===== src/rtl/utfsf_pkg.sv =====
// Package for the UTF-8 script filter and space trimmer.
// Holds shared constants, the controller/datapath command and status types,
// and the helper functions for space codes and script ranges.
package utfsf_pkg;

    localparam int SPACE_DEPTH_DEF = 16;

    // result source select
    localparam logic [1:0] SRC_SPACE = 2'd0;
    localparam logic [1:0] SRC_LIST  = 2'd1;
    localparam logic [1:0] SRC_MARK  = 2'd2;

    // configuration register indexes
    localparam logic CFG_ALLOW_JP = 1'b0;
    localparam logic CFG_ALLOW_KR = 1'b1;

    typedef struct packed {
        logic       accept;
        logic       load;
        logic [1:0] src;
        logic       sp_inc;
        logic       li_inc;
        logic       idle;
    } t_cmd;

    typedef struct packed {
        logic plan_list;
        logic plan_space;
        logic plan_end;
        logic out_free;
        logic sp_last;
        logic li_last;
    } t_status;

    // {is_space, code}: 0 space, 1 tab, 2 CR, 3 LF
    function automatic logic [2:0] space_code(input logic [7:0] b);
        logic [2:0] r;
        case (b)
            8'h20:   r = 3'b100;
            8'h09:   r = 3'b101;
            8'h0D:   r = 3'b110;
            8'h0A:   r = 3'b111;
            default: r = 3'b000;
        endcase
        return r;
    endfunction

    function automatic logic [7:0] code_byte(input logic [1:0] c);
        logic [7:0] r;
        case (c)
            2'd0:    r = 8'h20;
            2'd1:    r = 8'h09;
            2'd2:    r = 8'h0D;
            default: r = 8'h0A;
        endcase
        return r;
    endfunction

    function automatic logic japanese_cp(input logic [20:0] v);
        return (v >= 21'h3040 && v <= 21'h30FF) || (v >= 21'h31F0 && v <= 21'h31FF) ||
               (v >= 21'hFF65 && v <= 21'hFF9F) || (v >= 21'h1AFF0 && v <= 21'h1AFFF) ||
               (v >= 21'h1B000 && v <= 21'h1B16F);
    endfunction

    function automatic logic korean_cp(input logic [20:0] v);
        return (v >= 21'h1100 && v <= 21'h11FF) || (v >= 21'h3130 && v <= 21'h318F) ||
               (v >= 21'hA960 && v <= 21'hA97F) || (v >= 21'hAC00 && v <= 21'hD7FF) ||
               (v >= 21'hFFA0 && v <= 21'hFFDC);
    endfunction

endpackage


===== src/rtl/utf8_script_filter_trim.sv =====
// Order: a request's results are loaded into the output register one by one after
// acceptance; held spaces that precede them are released first, each one read
// from the store and then loaded into the output register.
// Output stalls hold each load; the controller takes the next request only after
// the last result.
// Reset (synchronous, active low) clears control state; both script enables reset to 1.
module utf8_script_filter_trim #(
    parameter int SPACE_DEPTH = utfsf_pkg::SPACE_DEPTH_DEF
) (
    input  logic       i_clk,
    input  logic       i_rst_n,
    input  logic       i_cfg_we,
    input  logic       i_cfg_idx,
    input  logic       i_cfg_data,
    input  logic       i_in_valid,
    output logic       o_in_stall,
    input  logic [7:0] i_text_byte,
    input  logic       i_end_of_text,
    input  logic       i_empty_text,
    output logic       o_out_valid,
    input  logic       i_out_stall,
    output logic [7:0] o_out_byte,
    output logic       o_byte_valid,
    output logic       o_last_of_text,
    output logic       o_space_overflow
);

    utfsf_pkg::t_cmd    cmd;
    utfsf_pkg::t_status status;

    utfsf_ctrl u_ctrl (
        .i_clk     (i_clk),
        .i_rst_n   (i_rst_n),
        .i_in_valid(i_in_valid),
        .o_in_stall(o_in_stall),
        .i_status  (status),
        .o_cmd     (cmd)
    );

    utfsf_dp #(.SPACE_DEPTH(SPACE_DEPTH)) u_dp (
        .i_clk           (i_clk),
        .i_rst_n         (i_rst_n),
        .i_cfg_we        (i_cfg_we),
        .i_cfg_idx       (i_cfg_idx),
        .i_cfg_data      (i_cfg_data),
        .i_text_byte     (i_text_byte),
        .i_end_of_text   (i_end_of_text),
        .i_empty_text    (i_empty_text),
        .i_cmd           (cmd),
        .o_status        (status),
        .o_out_valid     (o_out_valid),
        .i_out_stall     (i_out_stall),
        .o_out_byte      (o_out_byte),
        .o_byte_valid    (o_byte_valid),
        .o_last_of_text  (o_last_of_text),
        .o_space_overflow(o_space_overflow)
    );

`ifndef NO_ASSERTIONS
    // an ending request always yields at least one result
    a_end_busy: assert property (@(posedge i_clk) disable iff (!i_rst_n)
        (i_in_valid && !o_in_stall && (i_end_of_text || i_empty_text)) |=> o_in_stall)
        else $error("ending request produced no work");

    a_mark_last: assert property (@(posedge i_clk) disable iff (!i_rst_n)
        (o_out_valid && !o_byte_valid) |-> o_last_of_text)
        else $error("end marker without last flag");

    a_mark_zero: assert property (@(posedge i_clk) disable iff (!i_rst_n)
        (o_out_valid && !o_byte_valid) |-> (o_out_byte == 8'd0))
        else $error("end marker carries a byte");
`endif

endmodule


===== src/rtl/utfsf_ram.sv =====
// Generic single-write, single-read RAM with registered read data.
// No dependencies.
module utfsf_ram #(
    parameter int WIDTH = 2,
    parameter int DEPTH = 16,
    localparam int AW = (DEPTH > 1) ? $clog2(DEPTH) : 1
) (
    input  logic             i_clk,
    input  logic             i_we,
    input  logic [AW-1:0]    i_waddr,
    input  logic [WIDTH-1:0] i_wdata,
    input  logic [AW-1:0]    i_raddr,
    output logic [WIDTH-1:0] o_rdata
);

    logic [WIDTH-1:0] r_mem [DEPTH];

    always_ff @(posedge i_clk) begin
        if (i_we) begin
            r_mem[i_waddr] <= i_wdata;
        end
        o_rdata <= r_mem[i_raddr];
    end

endmodule


===== src/rtl/utfsf_ctrl.sv =====
// Controller state machine for the UTF-8 script filter and space trimmer.
// Uses utfsf_pkg command and status types.
module utfsf_ctrl (
    input  logic               i_clk,
    input  logic               i_rst_n,
    input  logic               i_in_valid,
    output logic               o_in_stall,
    input  utfsf_pkg::t_status i_status,
    output utfsf_pkg::t_cmd    o_cmd
);

    localparam logic [2:0] ST_IDLE   = 3'd0;
    localparam logic [2:0] ST_SP_RD  = 3'd1;
    localparam logic [2:0] ST_SP_OUT = 3'd2;
    localparam logic [2:0] ST_LIST   = 3'd3;
    localparam logic [2:0] ST_MARK   = 3'd4;

    logic [2:0] r_state;
    logic [2:0] n_state;

    assign o_in_stall = (r_state != ST_IDLE);

    always_comb begin
        n_state = r_state;
        o_cmd   = '0;
        case (r_state)
            ST_IDLE: begin
                o_cmd.idle = 1'b1;
                if (i_in_valid) begin
                    o_cmd.accept = 1'b1;
                    if (i_status.plan_list) begin
                        n_state = i_status.plan_space ? ST_SP_RD : ST_LIST;
                    end else if (i_status.plan_end) begin
                        n_state = ST_MARK;
                    end
                end
            end
            ST_SP_RD: begin
                n_state = ST_SP_OUT;
            end
            ST_SP_OUT: begin
                if (i_status.out_free) begin
                    o_cmd.load   = 1'b1;
                    o_cmd.src    = utfsf_pkg::SRC_SPACE;
                    o_cmd.sp_inc = 1'b1;
                    n_state = i_status.sp_last ? ST_LIST : ST_SP_RD;
                end
            end
            ST_LIST: begin
                if (i_status.out_free) begin
                    o_cmd.load   = 1'b1;
                    o_cmd.src    = utfsf_pkg::SRC_LIST;
                    o_cmd.li_inc = 1'b1;
                    if (i_status.li_last) begin
                        n_state = ST_IDLE;
                    end
                end
            end
            ST_MARK: begin
                if (i_status.out_free) begin
                    o_cmd.load = 1'b1;
                    o_cmd.src  = utfsf_pkg::SRC_MARK;
                    n_state    = ST_IDLE;
                end
            end
            default: begin
                n_state = ST_IDLE;
            end
        endcase
    end

    always_ff @(posedge i_clk) begin
        if (!i_rst_n) begin
            r_state <= ST_IDLE;
        end else begin
            r_state <= n_state;
        end
    end

endmodule


===== src/rtl/utfsf_dp.sv =====
// Datapath: UTF-8 sequence buffer, script filter, held-space store and
// output register. Uses utfsf_pkg and utfsf_ram.
module utfsf_dp #(
    parameter int SPACE_DEPTH = utfsf_pkg::SPACE_DEPTH_DEF,
    localparam int AW  = (SPACE_DEPTH > 1) ? $clog2(SPACE_DEPTH) : 1,
    localparam int HCW = $clog2(SPACE_DEPTH + 1)
) (
    input  logic               i_clk,
    input  logic               i_rst_n,
    input  logic               i_cfg_we,
    input  logic               i_cfg_idx,
    input  logic               i_cfg_data,
    input  logic [7:0]         i_text_byte,
    input  logic               i_end_of_text,
    input  logic               i_empty_text,
    input  utfsf_pkg::t_cmd    i_cmd,
    output utfsf_pkg::t_status o_status,
    output logic               o_out_valid,
    input  logic               i_out_stall,
    output logic [7:0]         o_out_byte,
    output logic               o_byte_valid,
    output logic               o_last_of_text,
    output logic               o_space_overflow
);

    logic           r_allow_jp, r_allow_kr;
    logic [7:0]     r_pend [3];
    logic [1:0]     r_pc;
    logic [2:0]     r_ew;
    logic [HCW-1:0] r_hc;
    logic           r_seen, r_ovf;

    // per-request plan
    logic [7:0]     r_lst [4];
    logic [2:0]     r_ln;
    logic [1:0]     r_li;
    logic           r_end;
    logic           r_res_ovf;
    logic [HCW-1:0] r_sp_n;
    logic [AW-1:0]  r_sp_idx;
    logic           r_wr_pend;
    logic [1:0]     r_wr_code;
    logic [AW-1:0]  r_wr_addr;

    logic [1:0]     ram_rdata;

    // plan for the incoming request
    logic [7:0]     l [4];
    logic [2:0]     ln;
    logic [7:0]     np [3];
    logic [1:0]     npc;
    logic [2:0]     new_ew;
    logic           hold, set_ovf, fresh, ending, is_open, is_cont, keep;
    logic [2:0]     sc;
    logic [2:0]     lead_w;
    logic [20:0]    cp;
    logic [2:0]     idx;
    logic           out_free;

    assign is_open = (r_ew != 3'd0) && (r_pc != 2'd0);
    assign is_cont = (i_text_byte[7:6] == 2'b10);
    assign sc      = utfsf_pkg::space_code(i_text_byte);
    assign ending  = i_empty_text | i_end_of_text;

    always_comb begin
        if (i_text_byte[7:5] == 3'b110) begin
            lead_w = 3'd2;
        end else if (i_text_byte[7:4] == 4'b1110) begin
            lead_w = 3'd3;
        end else if (i_text_byte[7:3] == 5'b11110) begin
            lead_w = 3'd4;
        end else begin
            lead_w = 3'd0;
        end
    end

    always_comb begin
        case (r_ew)
            3'd2:    cp = {10'd0, r_pend[0][4:0], i_text_byte[5:0]};
            3'd3:    cp = {5'd0, r_pend[0][3:0], r_pend[1][5:0], i_text_byte[5:0]};
            default: cp = {r_pend[0][2:0], r_pend[1][5:0], r_pend[2][5:0],
                           i_text_byte[5:0]};
        endcase
        keep = !((!r_allow_jp && utfsf_pkg::japanese_cp(cp)) ||
                 (!r_allow_kr && utfsf_pkg::korean_cp(cp)));
    end

    always_comb begin
        for (int i = 0; i < 4; i++) begin
            l[i] = 8'd0;
        end
        for (int i = 0; i < 3; i++) begin
            np[i] = r_pend[i];
        end
        ln      = 3'd0;
        npc     = r_pc;
        new_ew  = r_ew;
        hold    = 1'b0;
        set_ovf = 1'b0;
        fresh   = 1'b0;
        idx     = 3'd0;
        if (!i_empty_text) begin
            if (!is_open) begin
                npc    = 2'd0;
                new_ew = 3'd0;
                fresh  = 1'b1;
            end else if (!is_cont) begin
                // broken sequence: flush buffered bytes raw
                for (int i = 0; i < 3; i++) begin
                    if (i < int'(r_pc)) begin
                        l[i] = r_pend[i];
                    end
                end
                ln     = {1'b0, r_pc};
                npc    = 2'd0;
                new_ew = 3'd0;
                fresh  = 1'b1;
            end else if (({1'b0, r_pc} + 3'd1) < r_ew) begin
                np[r_pc] = i_text_byte;
                npc      = r_pc + 2'd1;
            end else begin
                if (keep) begin
                    for (int i = 0; i < 3; i++) begin
                        if (i < int'(r_pc)) begin
                            l[i] = r_pend[i];
                        end
                    end
                    l[r_pc] = i_text_byte;
                    ln      = {1'b0, r_pc} + 3'd1;
                end
                npc    = 2'd0;
                new_ew = 3'd0;
            end
            if (fresh) begin
                if (lead_w != 3'd0) begin
                    np[0]  = i_text_byte;
                    npc    = 2'd1;
                    new_ew = lead_w;
                end else if (sc[2]) begin
                    if (r_seen || (ln != 3'd0)) begin
                        // flushed content empties the store first
                        if ((ln != 3'd0) || (r_hc < HCW'(SPACE_DEPTH))) begin
                            hold = 1'b1;
                        end else begin
                            set_ovf = 1'b1;
                        end
                    end
                end else begin
                    l[ln[1:0]] = i_text_byte;
                    ln         = ln + 3'd1;
                end
            end
        end
        if (ending) begin
            // cut off by the end: pass buffered bytes raw
            for (int i = 0; i < 3; i++) begin
                idx = ln + 3'(i);
                if ((i < int'(npc)) && (idx < 3'd4)) begin
                    l[idx[1:0]] = np[i];
                end
            end
            ln     = ln + {1'b0, npc};
            npc    = 2'd0;
            new_ew = 3'd0;
        end
    end

    assign out_free = !o_out_valid || !i_out_stall;

    always_comb begin
        o_status            = '0;
        o_status.plan_list  = (ln != 3'd0);
        o_status.plan_space = (r_hc != '0);
        o_status.plan_end   = ending;
        o_status.out_free   = out_free;
        o_status.sp_last    = ({{(HCW+1-AW){1'b0}}, r_sp_idx} + (HCW+1)'(1))
                              == {1'b0, r_sp_n};
        o_status.li_last    = ({1'b0, r_li} + 3'd1) == r_ln;
    end

    utfsf_ram #(.WIDTH(2), .DEPTH(SPACE_DEPTH)) u_ram (
        .i_clk  (i_clk),
        .i_we   (r_wr_pend && i_cmd.idle),
        .i_waddr(r_wr_addr),
        .i_wdata(r_wr_code),
        .i_raddr(r_sp_idx),
        .o_rdata(ram_rdata)
    );

    // control state
    always_ff @(posedge i_clk) begin
        if (!i_rst_n) begin
            r_allow_jp  <= 1'b1;
            r_allow_kr  <= 1'b1;
            r_pc        <= 2'd0;
            r_ew        <= 3'd0;
            r_hc        <= '0;
            r_seen      <= 1'b0;
            r_ovf       <= 1'b0;
            r_wr_pend   <= 1'b0;
            o_out_valid <= 1'b0;
        end else begin
            if (i_cfg_we) begin
                case (i_cfg_idx)
                    utfsf_pkg::CFG_ALLOW_JP: r_allow_jp <= i_cfg_data;
                    utfsf_pkg::CFG_ALLOW_KR: r_allow_kr <= i_cfg_data;
                    default: ;
                endcase
            end
            if (i_cmd.idle) begin
                r_wr_pend <= 1'b0;
            end
            if (i_cmd.accept) begin
                r_pc      <= npc;
                r_ew      <= new_ew;
                r_wr_pend <= hold && !ending;
                if (ending) begin
                    r_hc   <= '0;
                    r_seen <= 1'b0;
                    r_ovf  <= 1'b0;
                end else begin
                    if (hold) begin
                        r_hc <= ((ln != 3'd0) ? '0 : r_hc) + HCW'(1);
                    end else if (ln != 3'd0) begin
                        r_hc <= '0;
                    end
                    r_seen <= r_seen | (ln != 3'd0);
                    r_ovf  <= r_ovf | set_ovf;
                end
            end
            if (i_cmd.load) begin
                o_out_valid <= 1'b1;
            end else if (!i_out_stall) begin
                o_out_valid <= 1'b0;
            end
        end
    end

    // payload
    always_ff @(posedge i_clk) begin
        if (i_cmd.accept) begin
            for (int i = 0; i < 3; i++) begin
                r_pend[i] <= ending ? 8'd0 : np[i];
            end
            for (int i = 0; i < 4; i++) begin
                r_lst[i] <= l[i];
            end
            r_ln      <= ln;
            r_li      <= 2'd0;
            r_end     <= ending;
            r_res_ovf <= (ln != 3'd0) ? r_ovf : (r_ovf | set_ovf);
            r_sp_n    <= (ln != 3'd0) ? r_hc : '0;
            r_sp_idx  <= '0;
            r_wr_code <= sc[1:0];
            r_wr_addr <= (ln != 3'd0) ? '0 : r_hc[AW-1:0];
        end
        if (i_cmd.sp_inc) begin
            r_sp_idx <= r_sp_idx + AW'(1);
        end
        if (i_cmd.li_inc) begin
            r_li <= r_li + 2'd1;
        end
        if (i_cmd.load) begin
            case (i_cmd.src)
                utfsf_pkg::SRC_SPACE: begin
                    o_out_byte     <= utfsf_pkg::code_byte(ram_rdata);
                    o_byte_valid   <= 1'b1;
                    o_last_of_text <= 1'b0;
                end
                utfsf_pkg::SRC_LIST: begin
                    o_out_byte     <= r_lst[r_li];
                    o_byte_valid   <= 1'b1;
                    o_last_of_text <= r_end && o_status.li_last;
                end
                default: begin
                    o_out_byte     <= 8'd0;
                    o_byte_valid   <= 1'b0;
                    o_last_of_text <= 1'b1;
                end
            endcase
            o_space_overflow <= r_res_ovf;
        end
    end

endmodule

===== config.mk =====
export PLATFORM = sky130hd
export DESIGN_NAME = utf8_script_filter_trim
export DESIGN_NICKNAME = d
export VERILOG_FILES = /design/src/rtl/utfsf_pkg.sv /design/src/rtl/utf8_script_filter_trim.sv /design/src/rtl/utfsf_ram.sv /design/src/rtl/utfsf_ctrl.sv /design/src/rtl/utfsf_dp.sv
export SDC_FILE = /design/constraint.sdc
export NUM_CORES = 1
export LEC_CHECK = 0
export BUFFER_PORTS_ARGS = -buffer_cell sky130_fd_sc_hd__buf_4
export CORE_AREA = 2 2 134 136
export CTS_CLUSTER_SIZE = 14
export DETAILED_ROUTE_END_ITERATION = 10
export DIE_AREA = 0 0 136 138
export PLACE_DENSITY_LB_ADDON = 0.08
export RECOVER_POWER = 50
export SLEW_MARGIN = 10
export SYNTH_ARGS = -nofsm -noshare
export SYNTH_HDL_FRONTEND = slang
export SYNTH_SLANG_ARGS = --single-unit
export TNS_END_PERCENT = 30

===== constraint.sdc =====
create_clock -name i_clk -period 9.25 [get_ports i_clk]
set_input_delay 1.85 -clock i_clk [delete_from_list [all_inputs] [get_ports i_clk]]
set_output_delay 1.85 -clock i_clk [all_outputs]
set_load 0.05 [all_outputs]

==> run summary <==
Status -> finished, violations left
Failing checks -> capacitance limit, slew limit
Layer with the highest usage -> met2
Synth top area share -> 42.51%
Flop2flop setup slack -> 2.88 ns
Levels on crit path -> 25
Global routing met2 resource utilization -> 44.56%
Worst Clk Skew -> 0.009360 ns
Reg2reg path depth -> 25
Overall routing resource usage -> 27.10%
Die ar. -> 0.01877 mm2
Final period util -> 77.22%
Inserted Diodes -> 0
Asr flop ratio synth -> 0%
Number of detailed-route iterations in the first pass -> 6
Worst Path Buf+Inv -> 2
Die Wd -> 136 um
Top FF cell, synth -> edfxtp_1
Setup Fix Bufs, Post-CTS -> 0
Pins Over Slew Limit -> 142
Residual DRC -> 0
P&R area growth vs syn -> 9.559%
EDFF count, synth -> 121
Max Clock Freq -> 140.0 MHz
Num CTS Buffers -> 17
Vias in the first global route -> 6,848
Total gr overflow -> 0
Max Cap Viol -> 3
Most Frequent Cell on Critical Path -> nand3_1
Final Power -> 1.974 mW
Initial antenna violation count -> 0
Detailed-route via count -> 6,975
Highest cell delay on the worst timing path -> 0.56 ns
Iter 0 DRT Violations -> 915
CTS Buffer Depth -> 2
Initial core utilization -> 48.74%
Synth area leaders -> edfxtp_1, dfxtp_1, mux4_2, nand2_1, nor2_1
Routed length per placed instance -> 23.01 um
Post-synthesis sequential area ratio -> 47.90%
Syn nets -> 871
# IOs -> 30
Hold Violations, Final -> 0
TritonCTS clock tree -> done
Final GP Congestion -> 0.9159
Number of distinct library cells after synthesis -> 87
Tightest Pin Transition -> 4.410 ns
Synth warnings -> 0
Power Density -> 210.8 mW/mm2
RR Endpoint -> u_dp.r_hc[4]$_SDFFE_PN0P_
Met1 Usage GRT -> 36.13%
Slew Limit Headroom -> -194.0%
TNS Setup -> 0 ns
Crit. End Element -> flop
Detail Route Antenna Nets -> 0
Reg-to-Reg Start -> u_dp.r_ew[1]$_SDFFE_PN0P_
Hold Crit Class -> reg2reg
Synth Register Bits -> 144
CTS Sinks -> 144
Peak VDD IR -> 0.1291 mV
Site Rows -> 49
Crit path to -> u_dp.r_hc[4]$_SDFFE_PN0P_
Crit path from -> i_text_byte[1]
Post-Synthesis Cell Area -> 0.008547 mm2
Crit path max-delay family -> compound AO/OA/AOI/OAI gates
Met3 Use GR -> 4.730%
Synth area leader -> edfxtp_1
Port Buffers -> 29
Worst hold start -> u_dp.r_res_ovf$_DFFE_PP_
Slowest-stage cell, CP -> clkbuf_1
Total wire length after detailed routing -> 24,960 um
CP arrival -> 7.44 ns
Share of layout cells above drive strength 1 -> 10.86%
First-pass GRT wire length -> 38,820 um
Root Buffer -> clkbuf_16
Worst Path Required -> 9.54 ns
Clock Latency Late Sink -> 0.43 ns
Cts repair resizes -> 0
Vias per inst -> 6.429
H-tree depth -> 4
Largest net degree at the start of global routing -> 82
Hold_buf cts -> 0
Leakage -> 3.207 nW
Post-Syn Area per Cell -> 10.25 um2
Core ar. -> 0.01753 mm2
Setup CP Type -> in2reg
Setup Viol. Count Final -> 0
Worst-path clk slew -> 0.06 ns
Minimum clock period after layout -> 7.143 ns
Die Ht -> 138 um
RSZ-0062 raised after global routing -> no
Type of origin of the critical path -> input port
Detailed placement HPWL -> 18,050 um
Mapped Cells -> 834
Nets -> 880
Crit path max fanout -> 14
[layout make-up]
| type | instances | area [um2] |
|---|---|---|
| multi-input combinational | 615 | 4144 |
| clock inverter | 15 | 125.1 |
| sequential | 144 | 4094 |
| clock buffer | 17 | 425.4 |
| tap | 229 | 286.5 |
| fill | 1607 | 8170 |
| timing repair buffer | 34 | 172.7 |
| inverter | 31 | 116.4 |
[layout by cell type, fill, tap and decap left out, types with 9 or more instances in the layout]
| cell | instances |
|---|---|
| nor2_1 | 84 |
| ha_1 | 19 |
| a21oi_1 | 42 |
| clkbuf_16 | 17 |
| nand4_1 | 12 |
| o21ai_0 | 28 |
| mux4_2 | 18 |
| nor3_1 | 24 |
| clkbuf_1 | 22 |
| a31oi_1 | 18 |
| a22oi_1 | 15 |
| edfxtp_1 | 121 |
| nand2_1 | 88 |
| and3_1 | 18 |
| mux2i_1 | 17 |
| nand3_1 | 38 |
| a2bb2oi_1 | 9 |
| o22ai_1 | 11 |
| buf_4 | 11 |
| inv_1 | 27 |
| and2_1 | 14 |
| dfxtp_1 | 23 |
[power by group]
group	total [mW]	internal, mW	leakage [nW]	switching [mW]
clock network	0.646	0.350	0.261	0.297
registers	0.919	0.827	1.35	0.0917
logic	0.409	0.146	1.60	0.263
[state kept, by name, summed over array words and instances (netlist names), 3 cells and up, named ones only]
name,count
u_dp.r_pend,24
u_dp.o_out_byte,8
u_dp.r_hc,5
u_dp.r_sp_idx,4
u_dp.r_sp_n,5
u_ctrl.r_state,3
u_dp.r_wr_addr,4
u_dp.r_lst,32
u_dp.r_ew,3
u_dp.u_ram.r_mem,32
u_dp.r_ln,3
[metal layers]
layer,vias to the layer above,routed length [um]
li1,3193,-
met5,-,0
met2,287,12430
met1,3434,10430
met4,0,727
met3,61,1377
[cells by family after synthesis]
group	synth area share (%)
buffers and inverters	3.616
multiplexers	8.213
AND/OR/NAND/NOR	19.66
flip-flops	47.90
XOR/XNOR	1.127
AO/OA/AOI/OAI	16.47
adder cells (fa/ha/maj)	3.016
[synth_stat cells (4+ instances only)]
cell / count
o22a_1: 4
nand3_1: 38
nor4_1: 7
dfxtp_1: 23
ha_1: 19
and2_1: 19
edfxtp_1: 121
or2_2: 5
buf_2: 4
mux2_2: 7
clkbuf_1: 35
a21boi_0: 5
o21a_1: 4
o22ai_1: 11
or3_1: 5
a31oi_1: 18
nor3_1: 24
nor2b_1: 8
o31ai_1: 4
o211ai_1: 5
mux4_2: 18
nand2b_1: 7
a32oi_1: 8
a22oi_1: 15
mux2i_1: 17
nand4b_1: 5
nor2_1: 84
a21oi_1: 42
and3_1: 18
inv_1: 27
nand4_1: 12
o21ai_0: 28
o21ai_1: 8
nand2_1: 88
a2bb2oi_1: 9
xnor2_1: 7
xor2_1: 4
[per-stage QoR]
stage	hold slack [ns]	area [um2]	instances	worst slack, ns	utilization (%)
2_1_floorplan	0.4003	8547	834	2.679	-
3_3_place_gp	0.4023	8896	1053	2.162	50.74
3_5_place_dp	0.4164	8896	1053	1.926	50.74
4_1_cts	0.4321	9447	1085	2.368	53.87
5_1_grt	0.4452	9364	1085	1.804	53.40
6_report	0.4289	9364	1085	2.107	53.40
[how the worst min path moves through the flow]
stage	endpoint	slack, ns	cells past startpoint
after floorplan	u_dp.o_space_overflow$_DFFE_PP_	0.40	0
after global placement	u_dp.o_space_overflow$_DFFE_PP_	0.40	0
after detailed placement	u_dp.o_space_overflow$_DFFE_PP_	0.42	0
after CTS	u_dp.o_space_overflow$_DFFE_PP_	0.43	0
after global routing	u_dp.o_space_overflow$_DFFE_PP_	0.45	0
final	u_dp.o_space_overflow$_DFFE_PP_	0.43	0
No activity file was read; power rests on OpenSTA's default activity.
